<file path="config.mk">
export PLATFORM = sky130hd
export DESIGN_NAME = write_combining_hash_buffer_flat
export DESIGN_NICKNAME = d
export VERILOG_FILES = /design/src/design/wchb_pkg.sv /design/src/design/wchb_if.sv /design/src/design/wchb_hash.sv /design/src/design/write_combining_hash_buffer.sv /design/src/flat_wrapper.sv
export SDC_FILE = /design/constraint.sdc
export NUM_CORES = 2
export LEC_CHECK = 0
export ABC_CLOCK_PERIOD_IN_PS = 14960
export BUFFER_PORTS_ARGS = -buffer_cell sky130_fd_sc_hd__buf_4
export CORE_ASPECT_RATIO = 1.5
export CORE_MARGIN = 3
export CORE_UTILIZATION = 52
export CTS_CLUSTER_DIAMETER = 40
export DETAILED_ROUTE_END_ITERATION = 6
export GPL_ROUTABILITY_DRIVEN = 0
export PLACE_DENSITY_LB_ADDON = 0.2
export SYNTH_ARGS = -nofsm -noshare
export SYNTH_HDL_FRONTEND = slang
export SYNTH_HIERARCHICAL = 1
export SYNTH_SLANG_ARGS = --single-unit
</file>
<file path="constraint.sdc">
create_clock -name clk -period 14.96 [get_ports clk]
set_input_delay 2.992 -clock clk [delete_from_list [all_inputs] [get_ports clk]]
set_output_delay 2.992 -clock clk [all_outputs]
set_load 0.01 [all_outputs]
</file>
<file path="src/design/wchb_pkg.sv">
// Package for the write-combining hash buffer.
// Holds the field widths, the operation and result codes, and the item and entry types.
// No dependencies.
package wchb_pkg;

    localparam int OBJ_W   = 24;
    localparam int ATTR_W  = 20;
    localparam int VALUE_W = 32;

    // Hash: object ^ (attr << 7) ^ (attr >> 3); the widest term is attr << 7.
    localparam int HASH_SHL   = 7;
    localparam int HASH_SHR   = 3;
    localparam int HASH_W     = ATTR_W + HASH_SHL;
    // The modulo unit folds CHUNK_W hash bits into the remainder per cycle.
    localparam int CHUNK_W    = 7;
    localparam int HASH_STEPS = (HASH_W + CHUNK_W - 1) / CHUNK_W;
    localparam int SH_W       = CHUNK_W * HASH_STEPS;
    localparam int STEP_W     = (HASH_STEPS > 1) ? $clog2(HASH_STEPS) : 1;

    typedef enum logic [1:0] {
        OP_LOOKUP = 2'd0,
        OP_PUT    = 2'd1,
        OP_DELETE = 2'd2,
        OP_FLUSH  = 2'd3
    } op_t;

    typedef enum logic [1:0] {
        KIND_LOOKUP     = 2'd0,
        KIND_DONE       = 2'd1,
        KIND_FLUSHED    = 2'd2,
        KIND_FLUSH_DONE = 2'd3
    } kind_t;

    typedef struct packed {
        op_t                 op;
        logic [OBJ_W-1:0]    key_object;
        logic [ATTR_W-1:0]   key_attr;
        logic [VALUE_W-1:0]  data_value;
    } req_t;

    typedef struct packed {
        kind_t               kind;
        logic                hit;
        logic                is_deleted;
        logic [VALUE_W-1:0]  out_value;
        logic [OBJ_W-1:0]    out_object;
        logic [ATTR_W-1:0]   out_attr;
        logic                last;
    } rsp_t;

    typedef struct packed {
        logic [OBJ_W-1:0]    object;
        logic [ATTR_W-1:0]   attr;
        logic                deleted;
        logic [VALUE_W-1:0]  value;
    } entry_t;

endpackage

</file>
<file path="src/design/wchb_if.sv">
// Handshake interfaces for the request and response channels of the hash buffer.
// Depends on wchb_pkg for field widths and code types.
interface wchb_req_if;
    logic                         valid;
    logic                         ready;
    wchb_pkg::op_t                op;
    logic [wchb_pkg::OBJ_W-1:0]   key_object;
    logic [wchb_pkg::ATTR_W-1:0]  key_attr;
    logic [wchb_pkg::VALUE_W-1:0] data_value;

    modport source (output valid, output op, output key_object, output key_attr,
                    output data_value, input ready);
    modport sink   (input valid, input op, input key_object, input key_attr,
                    input data_value, output ready);
endinterface

interface wchb_rsp_if;
    logic                         valid;
    logic                         ready;
    wchb_pkg::kind_t              kind;
    logic                         hit;
    logic                         is_deleted;
    logic [wchb_pkg::VALUE_W-1:0] out_value;
    logic [wchb_pkg::OBJ_W-1:0]   out_object;
    logic [wchb_pkg::ATTR_W-1:0]  out_attr;
    logic                         last;

    modport source (output valid, output kind, output hit, output is_deleted,
                    output out_value, output out_object, output out_attr,
                    output last, input ready);
    modport sink   (input valid, input kind, input hit, input is_deleted,
                    input out_value, input out_object, input out_attr,
                    input last, output ready);
endinterface

</file>
<file path="src/design/wchb_hash.sv">
// Iterative home-slot unit: hashes the key and reduces it modulo the capacity,
// several bits per cycle. Depends on wchb_pkg.
module wchb_hash #(
    parameter int CAPACITY = 32
) (
    input  logic                          clk,
    input  logic                          rst_n,
    input  logic                          start,
    input  logic [wchb_pkg::OBJ_W-1:0]    key_object,
    input  logic [wchb_pkg::ATTR_W-1:0]   key_attr,
    output logic                          done,
    output logic [$clog2(CAPACITY)-1:0]   slot
);

    localparam int IW = $clog2(CAPACITY);
    localparam logic [IW:0] CAP_V = (IW + 1)'(CAPACITY);

    logic                          busy_reg, busy_next;
    logic [wchb_pkg::STEP_W-1:0]   cnt_reg, cnt_next;
    logic [wchb_pkg::SH_W-1:0]     sh_reg, sh_next;
    logic [IW-1:0]                 rem_reg, rem_next;
    logic [wchb_pkg::HASH_W-1:0]   hash;
    logic [IW:0]                   acc;

    assign hash = wchb_pkg::HASH_W'(key_object)
                ^ (wchb_pkg::HASH_W'(key_attr) << wchb_pkg::HASH_SHL)
                ^ wchb_pkg::HASH_W'(key_attr >> wchb_pkg::HASH_SHR);

    // Restoring reduction: per hash bit, shift it into the remainder and subtract the capacity at most once.
    always_comb
    begin
        acc = {1'b0, rem_reg};
        for (int k = 0; k < wchb_pkg::CHUNK_W; k++)
        begin
            acc = {acc[IW-1:0], sh_reg[wchb_pkg::SH_W-1-k]};
            if (acc >= CAP_V)
            begin
                acc = acc - CAP_V;
            end
        end
        rem_next = acc[IW-1:0];
    end

    assign done = busy_reg && (cnt_reg == wchb_pkg::STEP_W'(wchb_pkg::HASH_STEPS - 1));
    assign slot = rem_next;

    always_comb
    begin
        busy_next = busy_reg;
        cnt_next  = cnt_reg;
        if (start)
        begin
            busy_next = 1'b1;
            cnt_next  = '0;
        end
        else if (busy_reg)
        begin
            cnt_next = cnt_reg + 1'b1;
            if (done)
            begin
                busy_next = 1'b0;
            end
        end
        sh_next = start ? wchb_pkg::SH_W'(hash) : (sh_reg << wchb_pkg::CHUNK_W);
    end

    always_ff @(posedge clk or negedge rst_n)
    begin
        if (!rst_n)
        begin
            busy_reg <= 1'b0;
            cnt_reg  <= '0;
        end
        else
        begin
            busy_reg <= busy_next;
            cnt_reg  <= cnt_next;
        end
    end

    always_ff @(posedge clk)
    begin
        sh_reg  <= sh_next;
        rem_reg <= start ? '0 : rem_next;
    end

`ifndef SYNTHESIS
    a_start_idle: assert property (@(posedge clk) disable iff (!rst_n)
        start |-> !busy_reg)
        else $error("hash unit restarted while busy");
    a_done_once: assert property (@(posedge clk) disable iff (!rst_n)
        done |=> !busy_reg)
        else $error("hash unit still busy after done");
    a_slot_range: assert property (@(posedge clk) disable iff (!rst_n)
        done |-> ((IW + 1)'(slot) < CAP_V))
        else $error("home slot beyond capacity");
`endif

endmodule

</file>
<file path="src/design/write_combining_hash_buffer.sv">
// A lookup or put is answered after the iterative hashing, one memory read per probed slot
// from the home slot on, and the output register. A flush sweeps every slot in turn.
// Requests are taken one at a time: a new one is accepted only in the idle state. The
// modulo unit and the entry memory, one write and one read port probing one slot per cycle,
// set the pace, plus output stalls. Reset clears the slot valid bits and the control
// state at once.
module write_combining_hash_buffer #(
    parameter int CAPACITY = 32
) (
    input  logic             clk,
    input  logic             rst_n,
    wchb_req_if.sink         req,
    wchb_rsp_if.source       rsp
);

    // Slot index width. The table is one synchronous memory of entries plus a
    // flip-flop valid bit per slot, so a reset empties the table immediately.
    localparam int IW = $clog2(CAPACITY);
    localparam logic [IW-1:0] LAST_SLOT = IW'(CAPACITY - 1);

    typedef enum logic [2:0] {
        S_IDLE,
        S_HASH,
        S_PROBE,
        S_FLUSH,
        S_FDONE
    } state_t;

    state_t                 state_reg, state_next;
    wchb_pkg::req_t         req_reg, req_next;
    logic [IW-1:0]          home_reg, home_next;
    logic [IW-1:0]          idx_reg, idx_next;
    logic [CAPACITY-1:0]    used_reg, used_next;
    logic                   ovalid_reg, ovalid_next;
    wchb_pkg::rsp_t         out_reg, out_next;

    wchb_pkg::entry_t       mem [CAPACITY];
    wchb_pkg::entry_t       rd_data_reg;
    wchb_pkg::entry_t       wr_entry;
    logic                   mem_we;

    logic                   hash_start;
    logic                   hash_done;
    logic [IW-1:0]          hash_slot;

    logic                   out_free;
    logic                   out_load;
    logic                   slot_used;
    logic                   key_match;
    logic [IW-1:0]          idx_inc;

    wchb_hash #(
        .CAPACITY (CAPACITY)
    ) u_hash (
        .clk        (clk),
        .rst_n      (rst_n),
        .start      (hash_start),
        .key_object (req.key_object),
        .key_attr   (req.key_attr),
        .done       (hash_done),
        .slot       (hash_slot)
    );

    // The output register may be refilled in the same cycle its item leaves.
    assign out_free  = !ovalid_reg || rsp.ready;
    assign slot_used = used_reg[idx_reg];
    assign key_match = (rd_data_reg.object == req_reg.key_object)
                    && (rd_data_reg.attr == req_reg.key_attr);
    assign idx_inc   = (idx_reg == LAST_SLOT) ? '0 : idx_reg + 1'b1;

    // Entry written by a put or delete: the key, the marker, and the value or zero.
    always_comb
    begin
        wr_entry.object  = req_reg.key_object;
        wr_entry.attr    = req_reg.key_attr;
        wr_entry.deleted = (req_reg.op == wchb_pkg::OP_DELETE);
        wr_entry.value   = (req_reg.op == wchb_pkg::OP_PUT) ? req_reg.data_value : '0;
    end

    always_comb
    begin
        state_next = state_reg;
        req_next   = req_reg;
        home_next  = home_reg;
        idx_next   = idx_reg;
        used_next  = used_reg;
        out_next   = out_reg;
        out_load   = 1'b0;
        mem_we     = 1'b0;
        hash_start = 1'b0;
        req.ready  = (state_reg == S_IDLE);

        unique case (state_reg)
            S_IDLE:
            begin
                if (req.valid)
                begin
                    req_next.op         = req.op;
                    req_next.key_object = req.key_object;
                    req_next.key_attr   = req.key_attr;
                    req_next.data_value = req.data_value;
                    if (req.op == wchb_pkg::OP_FLUSH)
                    begin
                        // A flush needs no hash; start the sweep at slot zero.
                        idx_next   = '0;
                        state_next = S_FLUSH;
                    end
                    else
                    begin
                        hash_start = 1'b1;
                        state_next = S_HASH;
                    end
                end
            end

            S_HASH:
            begin
                if (hash_done)
                begin
                    home_next  = hash_slot;
                    idx_next   = hash_slot;
                    state_next = S_PROBE;
                end
            end

            S_PROBE:
            begin
                // rd_data_reg holds the entry of slot idx_reg in this state.
                if (!slot_used || key_match)
                begin
                    if (out_free)
                    begin
                        out_load        = 1'b1;
                        out_next        = '0;
                        out_next.hit    = slot_used;
                        out_next.last   = 1'b1;
                        if (req_reg.op == wchb_pkg::OP_LOOKUP)
                        begin
                            out_next.kind       = wchb_pkg::KIND_LOOKUP;
                            out_next.is_deleted = slot_used && rd_data_reg.deleted;
                            if (slot_used && !rd_data_reg.deleted)
                            begin
                                out_next.out_value = rd_data_reg.value;
                            end
                        end
                        else
                        begin
                            out_next.kind       = wchb_pkg::KIND_DONE;
                            out_next.is_deleted = (req_reg.op == wchb_pkg::OP_DELETE);
                            mem_we              = 1'b1;
                            used_next[idx_reg]  = 1'b1;
                        end
                        state_next = S_IDLE;
                    end
                end
                else if (idx_inc == home_reg)
                begin
                    // Every slot is taken and none holds the key.
                    if (req_reg.op == wchb_pkg::OP_LOOKUP)
                    begin
                        if (out_free)
                        begin
                            out_load      = 1'b1;
                            out_next      = '0;
                            out_next.kind = wchb_pkg::KIND_LOOKUP;
                            out_next.last = 1'b1;
                            state_next    = S_IDLE;
                        end
                    end
                    else
                    begin
                        idx_next   = '0;
                        state_next = S_FLUSH;
                    end
                end
                else
                begin
                    idx_next = idx_inc;
                end
            end

            S_FLUSH:
            begin
                if (!slot_used || out_free)
                begin
                    if (slot_used)
                    begin
                        out_load            = 1'b1;
                        out_next            = '0;
                        out_next.kind       = wchb_pkg::KIND_FLUSHED;
                        out_next.is_deleted = rd_data_reg.deleted;
                        out_next.out_value  = rd_data_reg.deleted ? '0 : rd_data_reg.value;
                        out_next.out_object = rd_data_reg.object;
                        out_next.out_attr   = rd_data_reg.attr;
                        used_next[idx_reg]  = 1'b0;
                    end
                    if (idx_reg == LAST_SLOT)
                    begin
                        if (req_reg.op == wchb_pkg::OP_FLUSH)
                        begin
                            state_next = S_FDONE;
                        end
                        else
                        begin
                            // Table is empty now: the home slot takes the key.
                            idx_next   = home_reg;
                            state_next = S_PROBE;
                        end
                    end
                    else
                    begin
                        idx_next = idx_reg + 1'b1;
                    end
                end
            end

            S_FDONE:
            begin
                if (out_free)
                begin
                    out_load      = 1'b1;
                    out_next      = '0;
                    out_next.kind = wchb_pkg::KIND_FLUSH_DONE;
                    out_next.last = 1'b1;
                    state_next    = S_IDLE;
                end
            end

            default:
            begin
                state_next = S_IDLE;
            end
        endcase

        ovalid_next = out_load || (ovalid_reg && !rsp.ready);
    end

    always_ff @(posedge clk or negedge rst_n)
    begin
        if (!rst_n)
        begin
            state_reg  <= S_IDLE;
            used_reg   <= '0;
            ovalid_reg <= 1'b0;
        end
        else
        begin
            state_reg  <= state_next;
            used_reg   <= used_next;
            ovalid_reg <= ovalid_next;
        end
    end

    always_ff @(posedge clk)
    begin
        req_reg  <= req_next;
        home_reg <= home_next;
        idx_reg  <= idx_next;
        out_reg  <= out_next;
    end

    // Entry memory: one write port, one registered read port. The read address
    // follows the next slot index, so rd_data_reg holds the entry of slot idx_reg.
    always_ff @(posedge clk)
    begin
        if (mem_we)
        begin
            mem[idx_reg] <= wr_entry;
        end
        rd_data_reg <= mem[idx_next];
    end

    assign rsp.valid      = ovalid_reg;
    assign rsp.kind       = out_reg.kind;
    assign rsp.hit        = out_reg.hit;
    assign rsp.is_deleted = out_reg.is_deleted;
    assign rsp.out_value  = out_reg.out_value;
    assign rsp.out_object = out_reg.out_object;
    assign rsp.out_attr   = out_reg.out_attr;
    assign rsp.last       = out_reg.last;

`ifndef SYNTHESIS
    a_no_overwrite: assert property (@(posedge clk) disable iff (!rst_n)
        out_load |-> out_free)
        else $error("output register overwritten before it was taken");
    a_flush_empties: assert property (@(posedge clk) disable iff (!rst_n)
        (state_reg == S_FDONE) |-> (used_reg == '0))
        else $error("table not empty at the end of a flush");
    a_hash_in_state: assert property (@(posedge clk) disable iff (!rst_n)
        hash_done |-> (state_reg == S_HASH))
        else $error("hash result arrived outside the hash state");
    a_write_claims: assert property (@(posedge clk) disable iff (!rst_n)
        mem_we |=> (used_reg[$past(idx_reg)] && (state_reg == S_IDLE)))
        else $error("entry written without claiming its slot");
    a_flushed_not_last: assert property (@(posedge clk) disable iff (!rst_n)
        (rsp.valid && (rsp.kind == wchb_pkg::KIND_FLUSHED)) |-> !rsp.last)
        else $error("flushed entry marked as the final result");
`endif

endmodule
</file>
<file path="src/flat_wrapper.sv">
// flat-port wrapper written by rule: the top's interface ports become plain ports
module write_combining_hash_buffer_flat 
#(
    parameter int CAPACITY = 32
)
  (clk, rst_n, req_valid, req_op, req_key_object, req_key_attr, req_data_value, req_ready, rsp_valid, rsp_kind, rsp_hit, rsp_is_deleted, rsp_out_value, rsp_out_object, rsp_out_attr, rsp_last, rsp_ready);
  wchb_req_if req_i ();
  wchb_rsp_if rsp_i ();
  input  logic clk;
  input  logic rst_n;
  input wire logic [$bits(req_i.valid)-1:0] req_valid;
  input wire logic [$bits(req_i.op)-1:0] req_op;
  input wire logic [$bits(req_i.key_object)-1:0] req_key_object;
  input wire logic [$bits(req_i.key_attr)-1:0] req_key_attr;
  input wire logic [$bits(req_i.data_value)-1:0] req_data_value;
  output wire logic [$bits(req_i.ready)-1:0] req_ready;
  output wire logic [$bits(rsp_i.valid)-1:0] rsp_valid;
  output wire logic [$bits(rsp_i.kind)-1:0] rsp_kind;
  output wire logic [$bits(rsp_i.hit)-1:0] rsp_hit;
  output wire logic [$bits(rsp_i.is_deleted)-1:0] rsp_is_deleted;
  output wire logic [$bits(rsp_i.out_value)-1:0] rsp_out_value;
  output wire logic [$bits(rsp_i.out_object)-1:0] rsp_out_object;
  output wire logic [$bits(rsp_i.out_attr)-1:0] rsp_out_attr;
  output wire logic [$bits(rsp_i.last)-1:0] rsp_last;
  input wire logic [$bits(rsp_i.ready)-1:0] rsp_ready;
  assign req_i.valid = req_valid;
  assign req_i.op = req_op;
  assign req_i.key_object = req_key_object;
  assign req_i.key_attr = req_key_attr;
  assign req_i.data_value = req_data_value;
  assign req_ready = req_i.ready;
  assign rsp_valid = rsp_i.valid;
  assign rsp_kind = rsp_i.kind;
  assign rsp_hit = rsp_i.hit;
  assign rsp_is_deleted = rsp_i.is_deleted;
  assign rsp_out_value = rsp_i.out_value;
  assign rsp_out_object = rsp_i.out_object;
  assign rsp_out_attr = rsp_i.out_attr;
  assign rsp_last = rsp_i.last;
  assign rsp_i.ready = rsp_ready;
  write_combining_hash_buffer #(.CAPACITY(CAPACITY)) u_core (.clk(clk), .rst_n(rst_n), .req(req_i), .rsp(rsp_i));
endmodule
</file>
# Word level (Yosys, flattened, before mapping)
# Memory sizes are Yosys's and may differ from the RTL's. A register that Yosys moved wholly into a read port is not among the register bits.
# Index checks and enable logic that the tools add are counted.
dict set report word_totals {
  register_bits 241
  ram_bits 2464
  inputBits 82
  output_inout_bits 83
  word_cells 170
  mem_count 1
}
# name words word_bits read_ports rd_clocked_by_memory_dff wr line_no
set mem_list {}
lappend mem_list {u_core.mem 32 77 1 1 1 write_combining_hash_buffer.sv:37} ;# wchb_pkg::entry_t mem [CAPACITY];
dict set report op_classes {
  addsub 9
  n_lt_le_gt_ge 9
  eq_ne 24
  mux 76
  n_bitwise 5
  reduce_logical 24
}
# operator n
set ops {}
lappend ops {{81-bit two-way mux} 8}
lappend ops {{32-bit two-way mux} 9}
lappend ops {{81-bit case mux with 3 select lines} 1}
lappend ops {{5-bit two-way mux} 17}
lappend ops {{32-bit case mux with 2 select lines} 1}
lappend ops {{6-bit greater-or-equal comparator (second input constant)} 7}
lappend ops {{5-bit by 1-bit subtractor with 5-bit output (second input constant)} 7}
lappend ops {{32-bit AND} 1}
lappend ops {{32-bit inverter} 1}
lappend ops {{32-bit OR} 1}
lappend ops {{27-bit two-way mux} 1}
lappend ops {{3-bit two-way mux} 9}
lappend ops {{24-bit by 27-bit bitwise XOR with 27-bit output} 1}
lappend ops {{27-bit by 17-bit bitwise XOR with 27-bit output} 1}
lappend ops {{24-bit equality test} 1}
lappend ops {{1-bit two-way mux} 22}
lappend ops {{20-bit equality test} 1}
lappend ops {{5-bit case mux with 4 select lines} 1}
lappend ops {{3-bit case mux with 5 select lines} 1}
lappend ops {{2-bit by 1-bit != test with 1-bit output (second input constant)} 7}
lappend ops {{2-bit equality test (second input constant)} 4}
lappend ops {{7-bit AND reduction} 1}
lappend ops {{3-bit by 2-bit equality test with 1-bit output (second input constant)} 2}
lappend ops {{1-bit logical AND} 6}
lappend ops {{24 further kinds} 36}

# Longest topological paths before layout
dict set report depth {
  ltp_word 16
  mapped_depth 20
  mapped_depth_nobuf 14
}

# Modules after synthesis
# Netlist, hierarchy kept.
# module n_inst cells_per_inst area_each_um2 seq_area_each_um2
set modules_own_cells {}
lappend modules_own_cells {write_combining_hash_buffer 1 5855 106997.6 81458.1}
lappend modules_own_cells {wchb_hash 1 82 1052.3 475.5}

# Least setup slack after synthesis
# Ideal clock, no wire load.
dict set report synth_path {
  kind {input to register}
  from {input rsp_ready}
  to {memory u_core/mem[23][0] (netlist bit), enable pin}
  setup_ns 0.606
  t_arrival_ns 8.884
  required_time_ns 14.354
  slack_ns 5.469
  stages 5
  path_buffers 1
  path_cell_list {nor2b_1 -> clkbuf_1 -> nor2_1 -> nand3_1 -> nor3_1}
}
dict set report synth_via {
  elab_chain_len 6
}
# item line_no
set synth_rtl {}
lappend synth_rtl {{start, declared} flat_wrapper.sv:25} ;# input wire logic [$bits(rsp_i.ready)-1:0] rsp_ready;
lappend synth_rtl {{1-bit logical OR} write_combining_hash_buffer.sv:65} ;# assign out_free = !ovalid_reg || rsp.ready;
lappend synth_rtl {{1-bit two-way mux} write_combining_hash_buffer.sv:131} ;# if (out_free)
lappend synth_rtl {{1-bit two-way mux} write_combining_hash_buffer.sv:129} ;# if (!slot_used || key_match)
lappend synth_rtl {{1-bit two-way mux} write_combining_hash_buffer.sv:93} ;# unique case (state_reg)
lappend synth_rtl {{1-bit two-way mux} write_combining_hash_buffer.sv:266} ;# if (mem_we)
lappend synth_rtl {{1-bit two-way mux (implied by the code)} write_combining_hash_buffer.sv:268} ;# mem[idx_reg] <= wr_entry;
lappend synth_rtl {{end, declared} write_combining_hash_buffer.sv:37}
# No other way between the ends.

# Worst setup path after layout
dict set report layout_path {
  from {register u_core.idx_reg[1]}
  to {register u_core/rd_data_reg[65] (netlist name)}
}
dict set report layout_via {
  elab_chain_len 6
  word_cells_on_any_way 19
  classes_between {add/sub (1); eq/ne (2); mux (13); reduce/logical (3)}
}
# item line_no
set layout_rtl {}
lappend layout_rtl {{start, declared} write_combining_hash_buffer.sv:32} ;# logic [IW-1:0] idx_reg, idx_next;
lappend layout_rtl {{start signal, assigned} write_combining_hash_buffer.sv:258} ;# idx_reg <= idx_next;
lappend layout_rtl {{5-bit by 1-bit adder with 5-bit output (tied with other cells)} {write_combining_hash_buffer.sv:69, write_combining_hash_buffer.sv:212}}
lappend layout_rtl {{5-bit two-way mux / 1-bit two-way mux (equally long branches)} {write_combining_hash_buffer.sv:69, write_combining_hash_buffer.sv:66}}
lappend layout_rtl {{5-bit equality test / 1-bit logical NOT (equally long branches)} {write_combining_hash_buffer.sv:156, write_combining_hash_buffer.sv:129, write_combining_hash_buffer.sv:184}}
lappend layout_rtl {{5-bit two-way mux (tied with other cells)} write_combining_hash_buffer.sv:156} ;# else if (idx_inc == home_reg)
lappend layout_rtl {{5-bit two-way mux (on tied branches)} {write_combining_hash_buffer.sv:129, write_combining_hash_buffer.sv:184}}
lappend layout_rtl {{5-bit case mux with 4 select lines (*)} write_combining_hash_buffer.sv:93}
# Every way passes the cells marked *; elsewhere a longest branch is shown, timed or not. The select of a mux whose other input is x is not followed.
# A chain may end at the register's enable or synchronous reset.

==> metrics.log <==
INFO  metric hp-class = reg -> reg
INFO  metric setup_viol_count_final = 0
INFO  metric grt_start_max_net_pins = 160
INFO  metric die_area = between 0.2 and 0.25 mm^2
INFO  metric layout-drive-gt1-share = a little under a quarter
INFO  metric clk-insertion-delay-late = about 0.85 ns
INFO  metric synth.area.mux_share = roughly 8.3%
INFO  metric cts_buffers = approximately 290
INFO  metric critical_path_arrival = 8.64 ns
INFO  metric cellInternalPower = approximately 17000 uW
INFO  metric dominant_combinational_cell_family_by_area_after_synthesis = multiplexers
INFO  metric remaining_overflow_grt = 0
INFO  metric synth.ff_latch_count = ~2800
INFO  metric timing.setup.tns = 0 ns
INFO  metric synth_ff_type = sky130_fd_sc_hd__edfxtp_1
INFO  metric synthArstFlopShare = under 10%
INFO  metric avgSynthCellArea = ~18 um^2
INFO  metric vias = 60190
INFO  metric kind_of_capture_point_of_the_worst_setup_path = register
INFO  metric std_cell_rows = just over 200
INFO  metric max-slew-margin-rel = between 7 and 8%
INFO  metric clk_root_buffer_cell = sky130_fd_sc_hd__clkbuf_16
INFO  metric mostFrequentLayoutCells = 2628 x sky130_fd_sc_hd__edfxtp_1, 318 x sky130_fd_sc_hd__mux2_2, 309 x sky130_fd_sc_hd__a2111oi_0, 309 x sky130_fd_sc_hd__o22ai_1, 308 x sky130_fd_sc_hd__and4_1
INFO  metric finalHoldWorstSlack = 0.4573 ns
INFO  metric crit_required = around 16 ns
INFO  metric yosys.cell_types.count = a little over 70
INFO  metric htree_num_levels = 5
INFO  metric final_common_cell = sky130_fd_sc_hd__edfxtp_1
INFO  metric worst_slew_pin_slew = about 1.4 ns
INFO  metric clock_skew = between 0.04 and 0.05 ns
INFO  metric seq_power_share = a little under two fifths
INFO  metric final_util = about three fifths
INFO  metric detail_route.iter0.violations = between 7000 and 8000
INFO  metric cts.reportedPaths.clkPinSlew = about 0.06 ns
INFO  metric r2r_slack = 7.05 ns
INFO  metric min_path_cells = 1
INFO  metric synth.cell_area = roughly 0.11 mm^2
INFO  metric synth_adder_area_share = less than 1%
INFO  metric initial_utilization = a little over half
INFO  metric critical_path.max_fanout = between 100 and 150
INFO  metric timing_worst_setup_path_type = reg -> reg
INFO  metric maxClockFrequency = 126.4 MHz
INFO  metric cts-root-to-sink-buffers = 4
INFO  metric ys_seq_area_share = around three quarters
INFO  metric timing_hold_violations_final = 0
INFO  metric maxCapViolCount = 0
INFO  metric grt_pass1_wl = ~430000 um
INFO  metric io_buffer_count = between 150 and 200
INFO  metric detail_route.first_pass.iterations = 7
INFO  metric max_reg_flops = 2464
INFO  metric wirelength = approximately 300000 um
INFO  metric fillers = 14980
INFO  metric final_max_slew_viol_count = 0
INFO  metric min_delay_worst_endpoint = u_core/u_hash/sh_reg[9]
INFO  metric post_detailed_placement_cell_area = 0.1120 mm^2
INFO  metric drc_errors = 0
INFO  metric post-route-period-util = approximately 53%
INFO  metric p_switching = approximately 9000 uW
INFO  metric clock_power_share = about 28%
INFO  metric synthSimpleGateAreaFrac = under 10%
INFO  metric wire_per_inst = approximately 33 um
INFO  metric final_area = around 0.12 mm^2
INFO  metric power.switching_fraction = a little over a third
INFO  metric top_level_ports = 165
INFO  metric groute.usage.overall = between 20% and 30%
INFO  metric clock-sinks = between 2000 and 3000
INFO  metric cts_tree = done
INFO  metric synth-edff-count = 2628
INFO  metric finalNonFillerCells = between 8000 and 9000
INFO  metric period_needed = a little under 8 ns
INFO  metric postSynthNetCount = between 6000 and 7000
INFO  metric grt_pass1_vias = roughly 60000
INFO  metric cts_resized = 0
INFO  metric cts.hold.buffers_added = 0
INFO  metric critical_path.reg2reg.startpoint = u_core/idx_reg[1]
INFO  metric route.antenna.remaining_nets = 0
INFO  metric worstRegToRegCells = 17
INFO  metric dpl.cell_count = roughly 8400
INFO  metric dp.final_hpwl = 154000 um
INFO  metric detail_route.vias_per_cell = 6.718
INFO  metric lkg_pwr = 0.03830 uW
INFO  metric p_comb_share = about a third
INFO  metric floorplan.core_area = 0.2062 mm^2
INFO  metric critical_path.reg2reg.endpoint = u_core/rd_data_reg[65]
INFO  metric setup_repair_after_global_routing_missed_its_margin = false
INFO  metric floorplan_die_height = 564.3 um
INFO  metric share_of_the_synthesized_area_in_compound_gates_ao_oa_aoi_oai = around 6.7%
INFO  metric area_growth = 12.31%
INFO  metric critical_path.startpoint_type = register
INFO  metric cts_setup_buffers = 0
INFO  metric power.ir.vdd_worst = about 0.22 mV
INFO  metric synth-xor-area-share = less than 1%
INFO  metric num-nets-final = 6144
INFO  metric timing.hold.worst.start = u_core/u_hash/sh_reg[2]
INFO  metric power_density = about 210 mW/mm^2
INFO  metric die_width = between 300 and 400 um
INFO  metric syn_inst = 5937
INFO  metric yosysWarningCount = 6
INFO  metric run_status = complete, no violations
INFO  metric grt_antenna_before_repair = 9
## per-stage QoR
step	setup WS [ns]	total power [uW]
floorplan	5.469	16150
global placement	6.508	18710
detailed placement	6.339	18880
CTS	7.088	25950
global route	6.564	26880
finish	7.051	25820
## cells in the mapped netlist (4+ instances only)
cell                        count  area, um^2
sky130_fd_sc_hd__edfxtp_1    2628       78920
sky130_fd_sc_hd__mux2_2       318        3581
sky130_fd_sc_hd__clkbuf_1     310        1164
sky130_fd_sc_hd__a2111oi_0    309        2706
sky130_fd_sc_hd__o22ai_1      309        1933
sky130_fd_sc_hd__and4_1       308        2698
sky130_fd_sc_hd__mux4_2       238        5360
sky130_fd_sc_hd__nand2_1      188       705.7
sky130_fd_sc_hd__a21oi_1      170       850.8
sky130_fd_sc_hd__nor2_1       142       533.0
sky130_fd_sc_hd__and2_1       117       732.0
sky130_fd_sc_hd__dfxtp_1      102        2042
sky130_fd_sc_hd__o21ai_0       99       495.5
sky130_fd_sc_hd__buf_2         96       480.5
sky130_fd_sc_hd__nor4_1        80       500.5
sky130_fd_sc_hd__a22oi_1       79       593.1
sky130_fd_sc_hd__nor4b_2       77        1156
sky130_fd_sc_hd__xnor2_1       53       464.2
sky130_fd_sc_hd__dfrtp_1       39       975.9
sky130_fd_sc_hd__o21ai_1       30       150.1
sky130_fd_sc_hd__o31ai_1       26       195.2
sky130_fd_sc_hd__buf_4         25       187.7
sky130_fd_sc_hd__buf_6         22       247.7
sky130_fd_sc_hd__buf_1         14       52.55
sky130_fd_sc_hd__nand4_1       14       87.58
sky130_fd_sc_hd__nand3_1       12       60.06
sky130_fd_sc_hd__inv_1         11       41.29
sky130_fd_sc_hd__nor3_1        11       55.05
sky130_fd_sc_hd__nor2b_1        9       56.30
sky130_fd_sc_hd__xor3_1         8       190.2
sky130_fd_sc_hd__ha_1           7       87.58
sky130_fd_sc_hd__nand2b_1       7       43.79
sky130_fd_sc_hd__or3_1          6       37.54
sky130_fd_sc_hd__xor2_1         6       52.55
sky130_fd_sc_hd__and3_1         5       31.28
sky130_fd_sc_hd__mux2i_1        5       50.05
sky130_fd_sc_hd__a221o_1        4       40.04
## power by group through the flow
stage               Sequential [uW]  Clock [uW]  Combinational (uW)
floorplan                      9680           0                6470
detailed placement             9860           0                9020
global route                   9740        7500                9630
CTS                            9700        7200                9050
global placement               9850           0                8870
finish                         9710        7100                9010
## worst max path at each step
stage | endpoint | slack [ns] | cells past startpoint | startpoint
after floorplan | u_core/mem[23][0] | 5.47 | 5 | rsp_ready
after global placement | u_core/rd_data_reg[0] | 6.51 | 12 | rsp_ready
after detailed placement | u_core/rd_data_reg[0] | 6.34 | 12 | rsp_ready
after CTS | u_core/rd_data_reg[0] | 7.09 | 17 | u_core/idx_reg[1]
after global routing | u_core/rd_data_reg[5] | 6.56 | 17 | u_core/idx_reg[1]
final | u_core/rd_data_reg[65] | 7.05 | 17 | u_core/idx_reg[1]
## logic make-up after synthesis
family | Yosys count
DFF | 2769
AOI/OAI and AO/OA | 1053
and+or+nand+nor | 993
muxes | 561
buffers and inverters | 486
xor gates and xnor gates | 68
adders and majority gates | 7
## worst max-delay path: stages, from the launching register on
cell and delay [ns]:
sky130_fd_sc_hd__dfxtp_1 0.88, sky130_fd_sc_hd__ha_1 0.51, sky130_fd_sc_hd__and3_1 0.25, sky130_fd_sc_hd__ha_1 0.48, sky130_fd_sc_hd__nor2_1 0.10, sky130_fd_sc_hd__mux2i_1 0.27, sky130_fd_sc_hd__xnor2_2 0.17, sky130_fd_sc_hd__nor3_1 0.55
sky130_fd_sc_hd__o311ai_4 0.15, sky130_fd_sc_hd__buf_4 0.38, sky130_fd_sc_hd__and3_1 0.43, sky130_fd_sc_hd__inv_8 0.66, sky130_fd_sc_hd__buf_4 0.84, sky130_fd_sc_hd__buf_4 0.94, sky130_fd_sc_hd__a2111oi_0 0.26, sky130_fd_sc_hd__nor4_1 0.42
sky130_fd_sc_hd__nor2_1 0.10, sky130_fd_sc_hd__nor4b_2 0.26
## cell type report
class / count / area [um^2] / area share, %
diodes: 4 / 10.01 / 0.008248
clock buffers: 373 / 7988 / 6.582
clock inverters: 139 / 1398 / 1.152
inverters: 14 / 75.07 / 0.06186
multi-input cells: 2682 / 24280 / 20.00
flip-flops and latches: 2769 / 81930 / 67.52
well taps: 2678 / 3351 / 2.761
repair buffers: 301 / 2322 / 1.914
## metal layers
layer / global-route usage (%) / routed length [um] / vias up
met5: 0 / 20 / -
met1: 36.93 / 112700 / 31640
li1: - / - / 24840
met4: 10.89 / 12010 / 2
met2: 46.30 / 148700 / 3053
met3: 4.410 / 25450 / 655
Note: power is estimated with default switching activity, not from simulation.
